$ cat src/rtl/assert_macros.svh
// Assertion macros used by the console writer sequencer (tcw_ctrl).
`ifndef ASSERT_MACROS_SVH
`define ASSERT_MACROS_SVH

// Check cons in the same cycle as ante.
`define TCW_ASSERT_NOW(lbl, clk, rst, ante, cons) \
  lbl: assert property (@(posedge clk) disable iff (rst) (ante) |-> (cons)) \
    else $error("same-cycle check failed");

// Check cons in the cycle after ante.
`define TCW_ASSERT_NEXT(lbl, clk, rst, ante, cons) \
  lbl: assert property (@(posedge clk) disable iff (rst) (ante) |=> (cons)) \
    else $error("next-cycle check failed");

`endif

$ cat src/rtl/tcw_pkg.sv
// Types and constants of the text console writer.
package tcw_pkg;

  localparam int TCW_COLUMNS = 80;
  localparam int TCW_ROWS    = 25;

  localparam int CFG_W = 4;

  localparam logic [1:0] OP_PUT   = 2'd0;
  localparam logic [1:0] OP_CLEAR = 2'd1;
  localparam logic [1:0] OP_READ  = 2'd2;

  localparam logic REG_FOREGROUND = 1'b0;
  localparam logic REG_BACKGROUND = 1'b1;

  localparam logic [7:0] CH_BS    = 8'h08;
  localparam logic [7:0] CH_TAB   = 8'h09;
  localparam logic [7:0] CH_LF    = 8'h0A;
  localparam logic [7:0] CH_CR    = 8'h0D;
  localparam logic [7:0] CH_SPACE = 8'h20;

  localparam logic [CFG_W-1:0] RESET_FOREGROUND = 4'hF;
  localparam logic [CFG_W-1:0] RESET_BACKGROUND = 4'h0;
  localparam logic [7:0]       RESET_ATTR       = 8'h0F;

  typedef struct packed {
    logic [1:0]  op;
    logic [7:0]  char_code;
    logic [10:0] cell_index;
  } tcw_in_t;

  typedef struct packed {
    logic [10:0] cursor_position;
    logic [15:0] read_data;
  } tcw_out_t;

endpackage

$ cat src/rtl/tcw_ctrl.sv
// Cursor logic and sequencer for character writes, scroll, clear, reads and the reset blanking pass.
`include "assert_macros.svh"

module tcw_ctrl #(
  parameter int COLUMNS = tcw_pkg::TCW_COLUMNS,
  parameter int ROWS    = tcw_pkg::TCW_ROWS,
  localparam int AW = $clog2(COLUMNS * ROWS)
) (
  input  logic             clk,
  input  logic             rst,
  input  logic             in_valid,
  output logic             in_stall,
  input  tcw_pkg::tcw_in_t in_data,
  input  logic [7:0]       attr,
  output logic             res_valid,
  input  logic             res_take,
  output tcw_pkg::tcw_out_t res_data,
  output logic             mem_we,
  output logic [AW-1:0]    mem_waddr,
  output logic [15:0]      mem_wdata,
  output logic             mem_re,
  output logic [AW-1:0]    mem_raddr,
  input  logic [15:0]      mem_rdata
);

  import tcw_pkg::*;

  localparam int CELLS     = COLUMNS * ROWS;
  localparam int LAST_BASE = (ROWS - 1) * COLUMNS;
  localparam int CXW       = $clog2(COLUMNS);
  localparam int RXW       = $clog2(ROWS);
  localparam int CW        = $clog2(COLUMNS + 8);
  localparam int RW        = $clog2(ROWS + 1);

  localparam logic [2:0] S_INIT   = 3'd0;
  localparam logic [2:0] S_IDLE   = 3'd1;
  localparam logic [2:0] S_RESULT = 3'd2;
  localparam logic [2:0] S_SCROLL = 3'd3;
  localparam logic [2:0] S_FILL   = 3'd4;

  logic [2:0]     state, state_next;
  logic [CXW-1:0] cur_col, cur_col_next;
  logic [RXW-1:0] cur_row, cur_row_next;
  logic [AW-1:0]  sweep, sweep_next;
  logic           rd_ok, rd_ok_next;
  logic           p_valid, p_valid_next;
  logic [AW-1:0]  p_addr, p_addr_next;
  logic           p_copy, p_copy_next;
  logic [15:0]    p_data, p_data_next;

  logic           accept;
  logic [31:0]    pos_full;
  logic [AW-1:0]  cur_pos;
  logic           sweep_last;
  logic [CW-1:0]  col_t;
  logic [RW-1:0]  row_t;
  logic           put_write;
  logic           put_scroll;

  assign accept     = in_valid && !in_stall;
  assign in_stall   = (state != S_IDLE) || p_valid;
  assign pos_full   = 32'(cur_row) * COLUMNS + 32'(cur_col);
  assign cur_pos    = AW'(pos_full);
  assign sweep_last = (sweep == AW'(CELLS - 1));

  always_comb begin
    put_write = 1'b0;
    col_t     = CW'(cur_col);
    row_t     = RW'(cur_row);
    unique case (in_data.char_code)
      CH_LF: begin
        col_t = '0;
        row_t = row_t + RW'(1);
      end
      CH_CR: begin
        col_t = '0;
      end
      CH_TAB: begin
        col_t = (col_t + CW'(8)) & ~CW'(7);
      end
      CH_BS: begin
        if (col_t != '0) begin
          col_t = col_t - CW'(1);
        end
      end
      default: begin
        if (!in_data.char_code[7] && (in_data.char_code >= CH_SPACE)) begin
          put_write = 1'b1;
          col_t     = col_t + CW'(1);
        end
      end
    endcase
    if (32'(col_t) >= COLUMNS) begin
      col_t = '0;
      row_t = row_t + RW'(1);
    end
    put_scroll = (32'(row_t) >= ROWS);
  end

  always_comb begin
    state_next   = state;
    cur_col_next = cur_col;
    cur_row_next = cur_row;
    sweep_next   = sweep;
    rd_ok_next   = rd_ok;
    p_valid_next = 1'b0;
    p_addr_next  = p_addr;
    p_copy_next  = 1'b0;
    p_data_next  = p_data;
    mem_re       = 1'b0;
    mem_raddr    = '0;
    unique case (state)
      S_INIT: begin
        p_valid_next = 1'b1;
        p_addr_next  = sweep;
        p_data_next  = {RESET_ATTR, CH_SPACE};
        sweep_next   = sweep_last ? '0 : sweep + AW'(1);
        if (sweep_last) begin
          state_next = S_IDLE;
        end
      end
      S_IDLE: begin
        if (accept) begin
          rd_ok_next = 1'b0;
          unique case (in_data.op)
            OP_PUT: begin
              p_valid_next = put_write;
              p_addr_next  = cur_pos;
              p_data_next  = {attr, in_data.char_code};
              cur_col_next = CXW'(col_t);
              if (put_scroll) begin
                cur_row_next = RXW'(ROWS - 1);
                state_next   = S_SCROLL;
              end else begin
                cur_row_next = RXW'(row_t);
                state_next   = S_RESULT;
              end
            end
            OP_CLEAR: begin
              cur_col_next = '0;
              cur_row_next = '0;
              state_next   = S_FILL;
            end
            OP_READ: begin
              rd_ok_next = (32'(in_data.cell_index) < CELLS);
              mem_re     = 1'b1;
              mem_raddr  = AW'(in_data.cell_index);
              state_next = S_RESULT;
            end
            default: begin
              state_next = S_RESULT;
            end
          endcase
        end
      end
      S_SCROLL: begin
        p_valid_next = 1'b1;
        p_addr_next  = sweep;
        p_data_next  = {attr, CH_SPACE};
        if (32'(sweep) < LAST_BASE) begin
          p_copy_next = 1'b1;
          mem_re      = 1'b1;
          mem_raddr   = AW'(32'(sweep) + COLUMNS);
        end
        sweep_next = sweep_last ? '0 : sweep + AW'(1);
        if (sweep_last) begin
          state_next = S_RESULT;
        end
      end
      S_FILL: begin
        p_valid_next = 1'b1;
        p_addr_next  = sweep;
        p_data_next  = {attr, CH_SPACE};
        sweep_next   = sweep_last ? '0 : sweep + AW'(1);
        if (sweep_last) begin
          state_next = S_RESULT;
        end
      end
      S_RESULT: begin
        if (res_take) begin
          state_next = S_IDLE;
        end
      end
      default: begin
        state_next = S_INIT;
      end
    endcase
  end

  always_ff @(posedge clk) begin
    if (rst) begin
      state   <= S_INIT;
      cur_col <= '0;
      cur_row <= '0;
      sweep   <= '0;
      rd_ok   <= 1'b0;
      p_valid <= 1'b0;
      p_copy  <= 1'b0;
    end else begin
      state   <= state_next;
      cur_col <= cur_col_next;
      cur_row <= cur_row_next;
      sweep   <= sweep_next;
      rd_ok   <= rd_ok_next;
      p_valid <= p_valid_next;
      p_copy  <= p_copy_next;
    end
  end

  always_ff @(posedge clk) begin
    p_addr <= p_addr_next;
    p_data <= p_data_next;
  end

  assign mem_we    = p_valid;
  assign mem_waddr = p_addr;
  assign mem_wdata = p_copy ? mem_rdata : p_data;

  assign res_valid                = (state == S_RESULT);
  assign res_data.cursor_position = 11'(pos_full);
  assign res_data.read_data       = rd_ok ? mem_rdata : 16'h0000;

  `TCW_ASSERT_NOW(a_cursor_in_range, clk, rst, 1'b1,
                  (32'(cur_col) < COLUMNS) && (32'(cur_row) < ROWS))
  `TCW_ASSERT_NEXT(a_read_to_result, clk, rst, accept && (in_data.op == OP_READ),
                   state == S_RESULT)
  `TCW_ASSERT_NOW(a_copy_read_ahead, clk, rst, mem_re && p_copy && (state == S_SCROLL),
                  mem_raddr > p_addr)
  `TCW_ASSERT_NEXT(a_scroll_cursor, clk, rst, state == S_SCROLL,
                   (cur_row == RXW'(ROWS - 1)) && (cur_col == '0))

endmodule

$ cat config.mk
export PLATFORM = sky130hd
export DESIGN_NAME = tcw_ctrl
export DESIGN_NICKNAME = d
export VERILOG_FILES = /design/src/rtl/tcw_pkg.sv /design/src/rtl/tcw_ctrl.sv
export VERILOG_INCLUDE_DIRS = /design/src /design/src/rtl
export SDC_FILE = /design/constraint.sdc
export NUM_CORES = 1
export LEC_CHECK = 0
export BUFFER_PORTS_ARGS = -buffer_cell sky130_fd_sc_hd__buf_2
export CAP_MARGIN = 20
export CORE_MARGIN = 1
export CORE_UTILIZATION = 57
export DETAILED_ROUTE_END_ITERATION = 7
export PLACE_DENSITY = 0.84
export SKIP_CTS_REPAIR_TIMING = 1
export SYNTH_ARGS = -nofsm -noshare
export SYNTH_HDL_FRONTEND = slang
export SYNTH_SLANG_ARGS = --single-unit
$ cat constraint.sdc
create_clock -name clk -period 4.7 [get_ports clk]
set_input_delay 0.705 -clock clk [delete_from_list [all_inputs] [get_ports clk]]
set_output_delay 0.705 -clock clk [all_outputs]
set_load 0.02 [all_outputs]
[After elaboration in Yosys (flattened, before gate mapping)]
Cells that the tools add are included.
Word-level totals
  input port bits: 49
  memory bits (writable): 0
  memories kept: 0
  bits in latches: 0
  flip-flop bits (word level): 56
  output and inout bits: 69
  memory bits (read-only): 0
Operators by class
  divide/modulo/power cells: 0
  $add $sub $neg: 8
  shift-type cells: 0
  bitwise operators: 1
  magnitude comparators: 5
  multipliers: 1
  reductions and logical operators: 21
  equality and inequality tests: 17
  muxes and demuxes: 39
Operators with widths (count)
  $mux W11: 6
  $mux W16: 4
  $pmux W16 S3: 1
  $pmux W11 S2: 2
  $eq A8 B4 Y1 const B: 4
  $lt A11 B11 Y1 const B: 2
  $mux W7: 3
  $pmux W7 S3: 1
  $mux W5: 3
  $pmux W7 S2: 1
  $mux W3: 4
  $pmux W3 S4: 1
  $add A11 B1 Y11 const B: 1
  $add A11 B7 Y11: 1
  $add A11 B7 Y11 const B: 1
  $eq A11 B11 Y1 const B: 1
  $add A5 B1 Y5 const B: 2
  $pmux W5 S2: 1
  $mux W1: 9
  $reduce_and A3 Y1: 3
  $ge A8 B6 Y1 const B: 1
  $add A7 B1 Y7 const B: 1
  $add A7 B4 Y7 const B: 1
  $ge A7 B7 Y1 const B: 1
  27 further kinds: 37

[Logic depth before layout (Yosys ltp)]
Gate-level depths: netlist (run 1).
  depth in word-level cells: 11
  depth in mapped cells: 13

[Least setup slack after synthesis (run 1)]
Ideal clock, no wire load.
  path type: input to register
  from: input port in_data[17] (netlist bit)
  to: register cur_row[1]
  library setup time: 128 ps
  cell stages on the path: 10
  path slack: 1379 ps
  arrival time: 3193 ps
  cell sequence: or4b_1 buf_2 or4_4 a2111o_1 a32oi_2 o21a_2 buf_6 mux2_2 a32oi_1 nor2_1
On the way
  longest elaborated chain between the ends: 9
  elaborated cells between the ends (all ways): 16
  those cells by class: add/sub (1); order compare (3); eq/ne (4); mux (6); reduce/logical (2)
RTL lines
  from (decl): RTL line tcw_ctrl.sv:13  | input tcw_pkg::tcw_in_t in_data,
  $ge A8 B6 Y1: RTL line tcw_ctrl.sv:87  | if (!in_data.char_code[7] && (in_data.char_code >= CH_SPACE)) begin
  $logic_and A1 B1 Y1: RTL line tcw_ctrl.sv:87
  $mux W7: RTL line tcw_ctrl.sv:87
  $pmux W7 S3: RTL line tcw_ctrl.sv:70  | unique case (in_data.char_code)
  $ge A7 B7 Y1: RTL line tcw_ctrl.sv:93  | if (32'(col_t) >= COLUMNS) begin
  $mux W5 *: RTL line tcw_ctrl.sv:93
  $ge A5 B5 Y1: RTL line tcw_ctrl.sv:97  | put_scroll = (32'(row_t) >= ROWS);
  $mux W5 *: RTL line tcw_ctrl.sv:131  | if (put_scroll) begin
  $pmux W5 S2 *: RTL line tcw_ctrl.sv:125  | unique case (in_data.op)
  to (signal assigned): RTL line tcw_ctrl.sv:202  | cur_row <= cur_row_next;
  to (decl): RTL line tcw_ctrl.sv:43  | logic [RXW-1:0] cur_row, cur_row_next;
Every way passes the cells marked *; elsewhere a longest branch is shown, timed or not.
A chain may end at the register's enable or synchronous reset.

==> out/metrics.csv, run 1 <==
metric,value,unit
routed_wl,9779,um
synth-edff-count,27,
start_kind,flop,
io_buffers,117,
grt_max_degree,24,
cp-endpoint,res_data[26],
pwr-share-seq,45.2,%
period_minus_slack,3464,ps
fin_util,69.26,%
reg2reg_depth,11,
p_switching,0.6035,mW
fp-row-count,30,
critPathBufInv,1,
syn_nets,527,
max_freq,0.2886,GHz
layout_commonest_cell,buf_2,
initial_core_util,58.97,%
cts_sinks,56,
finClkSkew,5.933,ps
fp.dieH,85.84,um
crit_path_cell_trace,ha_1 -> fa_1 -> xnor2_1 -> nor3b_1 -> xor2_1 -> xnor2_1 -> buf_2,
clock-root-buffer,clkbuf_8,
crit_top_cell,xnor2_1,
die_x,85.84,um
worstSkewPairLatency,310,ps
vias,3697,
p_per_area,334.5,nW/um2
finalSetupViolations,0,
worstReg2RegEnd,cur_col[1],
clkTransAtPathRegs,110,ps
multi_input_area,2422,um2
postRouteAntennaNets,0,
synth.avg_cell_area,8.767,um2
n_fill_cell,537,
syn_inst,457,
syn_area,4006,um2
yosys_warnings,0,
setup.worst_path.start,cur_row[2],
grt_pass1_vias,3354,
worstPathArrival,2760,ps
cp_data_required_time,3990,ps
cp_top_family,adder cells,
cap_violations,0,
crit_path_max_fanout,9,
p_int,0.9707,mW
via_per_inst,5.670,
hold_path_class,reg2reg,
drive_gt1_share,29.14,%
seqCellArea,1391,um2
ios,118,
status,"complete, no violations",
cp-end-kind,output pin,
tns,0,ps
core_area,6794,um2
final_nets,625,
numCtsBuffers,5,
cpMaxStageDelayCell,dfxtp_1,
grt_antenna_before_repair,0,
peakVddDrop,0.1539,mV
critical_path_class,reg2out,
synth-seq-cells,56,
async_flop_share,0,%
gp_congestion,0.9059,
hold_violations,0,
slowest_delay,660,ps
ys.flop_type,dfxtp_1,
dr.pass1.iters,4,
power.leakage,2.097,nW
clkPwrFrac,17.8,%
dieArea,7368,um2
grt_setup_unrepaired,no,
tightest_slew,968.5,ps
grt_overflow,0,
fin_total_pwr,1.574,mW
slew_violations,0,
switching_share,38.34,%
timing.slew.headroom,35.00,%
fin_crit_sh,73.71,%
path_depth,7,
worstReg2RegStart,cur_col[1],
tritoncts,built,
ff2ff_setup_slack,1460,ps
ys_seq_area_share,34.73,%
area_growth,17.46,%
cts.path.max_buffers,2,
drc,0,
wl_per_cell,15.00,um
dpl.hpwl,7459,um
synth.distinct_cells,63,
grt_usage,27.27,%
final_cell_mix,"117 x buf_2, 53 x nand2_1, 36 x nor2_1",
grt_pass1_wl,15960,um
dr.first_iter.drc_count,155,
h-tree-depth,2,
combPwrFrac,37.0,%
n_antenna_cell,0,
power groups by stage:
stage          combinational (mW)  clock (mW)  sequential, mW
2_1_floorplan               0.366           0           0.743
3_3_place_gp                0.560           0           0.719
3_5_place_dp                0.572           0           0.726
4_1_cts                     0.574       0.283           0.714
5_1_grt                     0.638       0.300           0.727
6_report                    0.582       0.281           0.711
through the flow:
stage                     worst slack [ps]  instances  area [um2]  hold slack [ps]
final                                 1236        652        4706            541.3
after CTS                             1227        651        4698            536.9
after detailed placement              1094        643        4602            520.9
after floorplan                       1379        457        4006            474.4
after global routing                  1105        652        4706            574.8
after global placement                1133        643        4602            503.5
tightest hold or removal path, delay by kind of cell (launching register included):
kind	cells	cell delay (ps)
flops	1	370
compound gates	1	50
simple gates	1	80
sequential cells by signal, indices dropped and copies added, names as in the netlist, 3 cells and up:
name       count
state          3
cur_col        7
cur_row        5
p_data        16
mem_waddr     11
sweep         11
logic make-up after synthesis:
| family | synth area share (%) |
|---|---|
| xor gates and xnor gates | 7.901 |
| DFF | 34.73 |
| and+or+nand+nor | 24.92 |
| muxes | 5.278 |
| buffers and inverters | 4.809 |
| AOI/OAI and AO/OA | 15.43 |
| adders and majority gates | 6.933 |
area by class of cell:
| cell class | count | share of cell area, % |
|---|---|---|
| clock buffers | 5 | 1.462 |
| clock inverters | 3 | 0.5850 |
| inverters | 14 | 1.117 |
| multi-input cells | 356 | 51.48 |
| flip-flops and latches | 56 | 29.57 |
| well taps | 96 | 2.553 |
| repair buffers | 122 | 13.24 |
worst min path at each step:
stage                            end       start  cells past startpoint  slack, ps
after floorplan             sweep[1]    sweep[1]                      2        470
after global placement      sweep[1]    sweep[1]                      2        500
after detailed placement    sweep[1]    sweep[1]                      2        520
after CTS                   sweep[1]    sweep[1]                      2        540
after global routing      cur_col[0]  cur_col[0]                      2        570
final                       sweep[1]    sweep[1]                      2        540
Yosys cell counts, drive strengths merged, types with 3 or more instances:
| library cell | n | share of area [%] |
|---|---|---|
| nand2 | 53 | 5.0 |
| nor2 | 36 | 3.4 |
| dfxtp | 29 | 14 |
| edfxtp | 27 | 20 |
| and2 | 26 | 4.1 |
| clkbuf | 24 | 2.2 |
| o21ai | 23 | 2.9 |
| xnor2 | 21 | 5.1 |
| a21oi | 20 | 2.5 |
| ha | 19 | 5.9 |
| mux2 | 17 | 4.8 |
| inv | 14 | 1.3 |
| nand3 | 14 | 1.7 |
| xor2 | 13 | 2.8 |
| nor3 | 10 | 1.2 |
| nand4 | 9 | 1.4 |
| nor2b | 9 | 1.4 |
| buf | 7 | 1.2 |
| a22o | 6 | 1.3 |
| a32oi | 6 | 1.7 |
| or2 | 6 | 0.94 |
| or3 | 6 | 0.94 |
| nor3b | 5 | 0.94 |
| o21a | 5 | 0.97 |
| a21o | 4 | 0.75 |
| and3 | 4 | 0.62 |
| nand2b | 4 | 0.62 |
| a22oi | 3 | 0.56 |
| a31oi | 3 | 0.84 |
| nand3b | 3 | 0.56 |
| o211ai | 3 | 0.56 |
per-layer routing:
metal  wire length [um]  global-route usage [%]  vias up  part of all wire, %
li1                   -                       -     1816                    -
met4                125                   7.879        0                  1.3
met2               4842                   47.56      140                   50
met3                582                   4.139       12                  6.0
met5                  0                       0        -                    0
met1               4228                   35.18     1729                   43
(Power assumes the default switching activity.)
==> run 2: changes to the inputs <==
--- a/config.mk
+++ b/config.mk
@@ -9,9 +9,9 @@
 export BUFFER_PORTS_ARGS = -buffer_cell sky130_fd_sc_hd__buf_2
 export CAP_MARGIN = 20
 export CORE_MARGIN = 1
-export CORE_UTILIZATION = 57
+export CORE_UTILIZATION = 48
 export DETAILED_ROUTE_END_ITERATION = 7
-export PLACE_DENSITY = 0.84
+export PLACE_DENSITY = 0.75
 export SKIP_CTS_REPAIR_TIMING = 1
 export SYNTH_ARGS = -nofsm -noshare
 export SYNTH_HDL_FRONTEND = slang
==> constraint.sdc (replaced) <==
create_clock -name clk -period 2.8 [get_ports clk]
set_input_delay 0.42 -clock clk [delete_from_list [all_inputs] [get_ports clk]]
set_output_delay 0.42 -clock clk [all_outputs]
set_load 0.02 [all_outputs]
==> run 2 against run 1 <==
Net effect:
- the run now ends with setup timing left
- die area grew 18%
- combinational power grew 75%
- critical path depth is the same
- core utilization shrank 3.9 points
- non-clock buffer count grew 43
- first-iteration DRC count grew 61%
- power grew 69%
- sequential power grew 67%
- largest cell class unchanged
- highest routed layer unchanged
==> out/metrics.csv, run 2 (synthesized netlist as in run 1, its figures left out) <==
metric,value,unit,change
max_freq,0.3534,GHz,
period_minus_slack,2830,ps,
wl_per_cell,14.96,um,was 15.00 um
dp_slack,-242.3,ps,was 1094 ps
core_area,7888,um2,was 6794 um2
tns,-29.96,ps,was 0 ps
fin_util,65.36,%,was 69.26%
finalSetupViolations,1,,was 0
numCtsBuffers,5,,unchanged
wl_met2,5092,um,was 4842 um
grt_usage,24.48,%,was 27.27%
grt_overflow,0,,unchanged
io_buffers,117,,unchanged
grt_pass1_wl,16800,um,was 15960 um
fin_crit_sh,101.1,%,
setup_ws,-29.96,ps,was 1236 ps
drc,0,,unchanged
p_int,1.649,mW,was 0.9707 mW
start_kind,flop,,unchanged
setup.worst_path.start,cur_row[3],,was cur_row[2]
status,"finished, violations left",,"was complete, no violations"
dpl.hpwl,8279,um,was 7459 um
wl_met3,540,um,was 582 um
gp_congestion,0.8999,,was 0.9059
cts.path.max_buffers,2,,unchanged
slowest_delay,600,ps,was 660 ps
largest_reg_flops,16,,unchanged
drt-met1-wl,4646,um,was 4228 um
fp-row-count,32,,was 30
h-tree-depth,2,,unchanged
initial_core_util,50.79,%,was 58.97%
crit_path_cell_trace,ha_4 -> ha_4 -> fa_2 -> nor3b_4 -> xor2_1 -> xnor2_1 -> buf_4,,was ha_1 -> fa_1 -> xnor2_1 -> nor3b_1 -> xor2_1 -> xnor2_1 -> buf_2
die_x,93.36,um,was 85.84 um
critical_path_class,reg2out,,unchanged
final_nets,668,,was 625
cp-end-kind,output pin,,unchanged
hold_violations,0,,unchanged
peakVddDrop,0.2586,mV,was 0.1539 mV
grt_max_degree,24,,unchanged
min_from,attr[1],,was sweep[1]
cap_violations,0,,unchanged
final_cell_mix,"114 x buf_2, 53 x nand2_1, 46 x buf_4",,"was 117 x buf_2, 53 x nand2_1, 36 x nor2_1"
routed_wl,10490,um,was 9779 um
clkTransAtPathRegs,100,ps,was 110 ps
violations,setup timing,,
finClkSkew,7.271,ps,was 5.933 ps
layout_commonest_cell,buf_2,,unchanged
tritoncts,built,,unchanged
crit_top_cell,ha_4,,was xnor2_1
postRouteAntennaNets,0,,unchanged
drive_gt1_share,37.40,%,was 29.14%
grt_setup_unrepaired,yes,,was no
cpMaxStageDelayCell,fa_2,,was dfxtp_1
cp_data_required_time,2380,ps,was 3990 ps
grt_antenna_before_repair,0,,unchanged
worstPathArrival,2410,ps,was 2760 ps
p_switching,1.013,mW,was 0.6035 mW
p_per_area,516.4,nW/um2,was 334.5 nW/um2
dr.pass1.iters,5,,was 4
cts_sinks,56,,unchanged
pwr-share-seq,44.7,%,was 45.2%
timing.slew.headroom,30.43,%,was 35.00%
via_per_inst,5.462,,was 5.670
area_growth,28.67,%,was 17.46%
crit_path_max_fanout,3,,was 9
vias,3829,,was 3697
ios,118,,unchanged
worstReg2RegStart,cur_col[3],,was cur_col[1]
top_register,p_data,,unchanged
combPwrFrac,38.4,%,was 37.0%
clock-root-buffer,clkbuf_8,,unchanged
fp.dieH,93.36,um,was 85.84 um
switching_share,38.07,%,was 38.34%
cp_top_family,adder cells,,unchanged
grt_pass1_vias,3571,,was 3354
critPathBufInv,1,,unchanged
clkPwrFrac,16.9,%,was 17.8%
worstSkewPairLatency,320,ps,was 310 ps
n_antenna_cell,0,,unchanged
slew_violations,0,,unchanged
hold_path_class,in2reg,,was reg2reg
dr.max_layer_used,met4,,unchanged
tightest_slew,1037,ps,was 968.5 ps
dieArea,8716,um2,was 7368 um2
dr.first_iter.drc_count,250,,was 155
power.leakage,2.339,nW,was 2.097 nW
-- run 2: changes by cell type in the layout (fill, tap and decap cells not counted), moves of 2 or more --
cell,before,now
nor3_1,10,8
ha_2,0,2
ha_1,19,15
fa_1,2,0
or4b_4,0,2
dfxtp_2,0,4
buf_2,117,114
buf_6,0,4
buf_4,5,46
ha_4,0,2
nor3_2,0,2
dfxtp_1,29,24
fa_2,0,2
-- run 2: area by class of cell --
cell class | instances | area, um2
inverters | 14 | 52.55
clock inverters | 3 | 21.27
repair buffers | 165 | 980.9
multi-input cells | 356 | 2504
well taps | 102 | 127.6
flip-flops and latches | 56 | 1400
fillers | 671 | 2733
clock buffers | 5 | 68.82
-- run 2: final timing paths --
path	to	slack (ps)	cells after the start
worst max-delay path	res_data[26]	-30	7
worst min-delay path	p_data[9]	360	2
worst max register to register	cur_row[1]	110	12
worst min register to register	cur_col[5]	540	2
-- run 2: layer usage --
layer | vias to the layer above | global-route usage [%]
met5 | - | 0
met4 | 0 | 7.692
met3 | 21 | 3.415
met2 | 110 | 41.91
met1 | 1805 | 31.85
li1 | 1893 | -
-- run 2: power by group through the flow --
stage | clock (mW) | sequential [mW] | combinational (mW)
4_1_cts | 0.460 | 1.19 | 1.02
2_1_floorplan | 0 | 1.25 | 0.620
3_5_place_dp | 0 | 1.21 | 1.02
6_report | 0.451 | 1.19 | 1.02
5_1_grt | 0.490 | 1.21 | 1.11
3_3_place_gp | 0 | 1.20 | 0.996
-- run 2: stage by stage --
step	area, um2	hold slack, ps	power, mW	std cells
3_3_place_gp	4960	520.0	2.196	693
2_1_floorplan	4020	474.4	1.866	457
5_1_grt	5155	351.7	2.810	701
6_report	5155	361.9	2.662	701
3_5_place_dp	4960	521.3	2.229	693
4_1_cts	5050	358.3	2.673	701
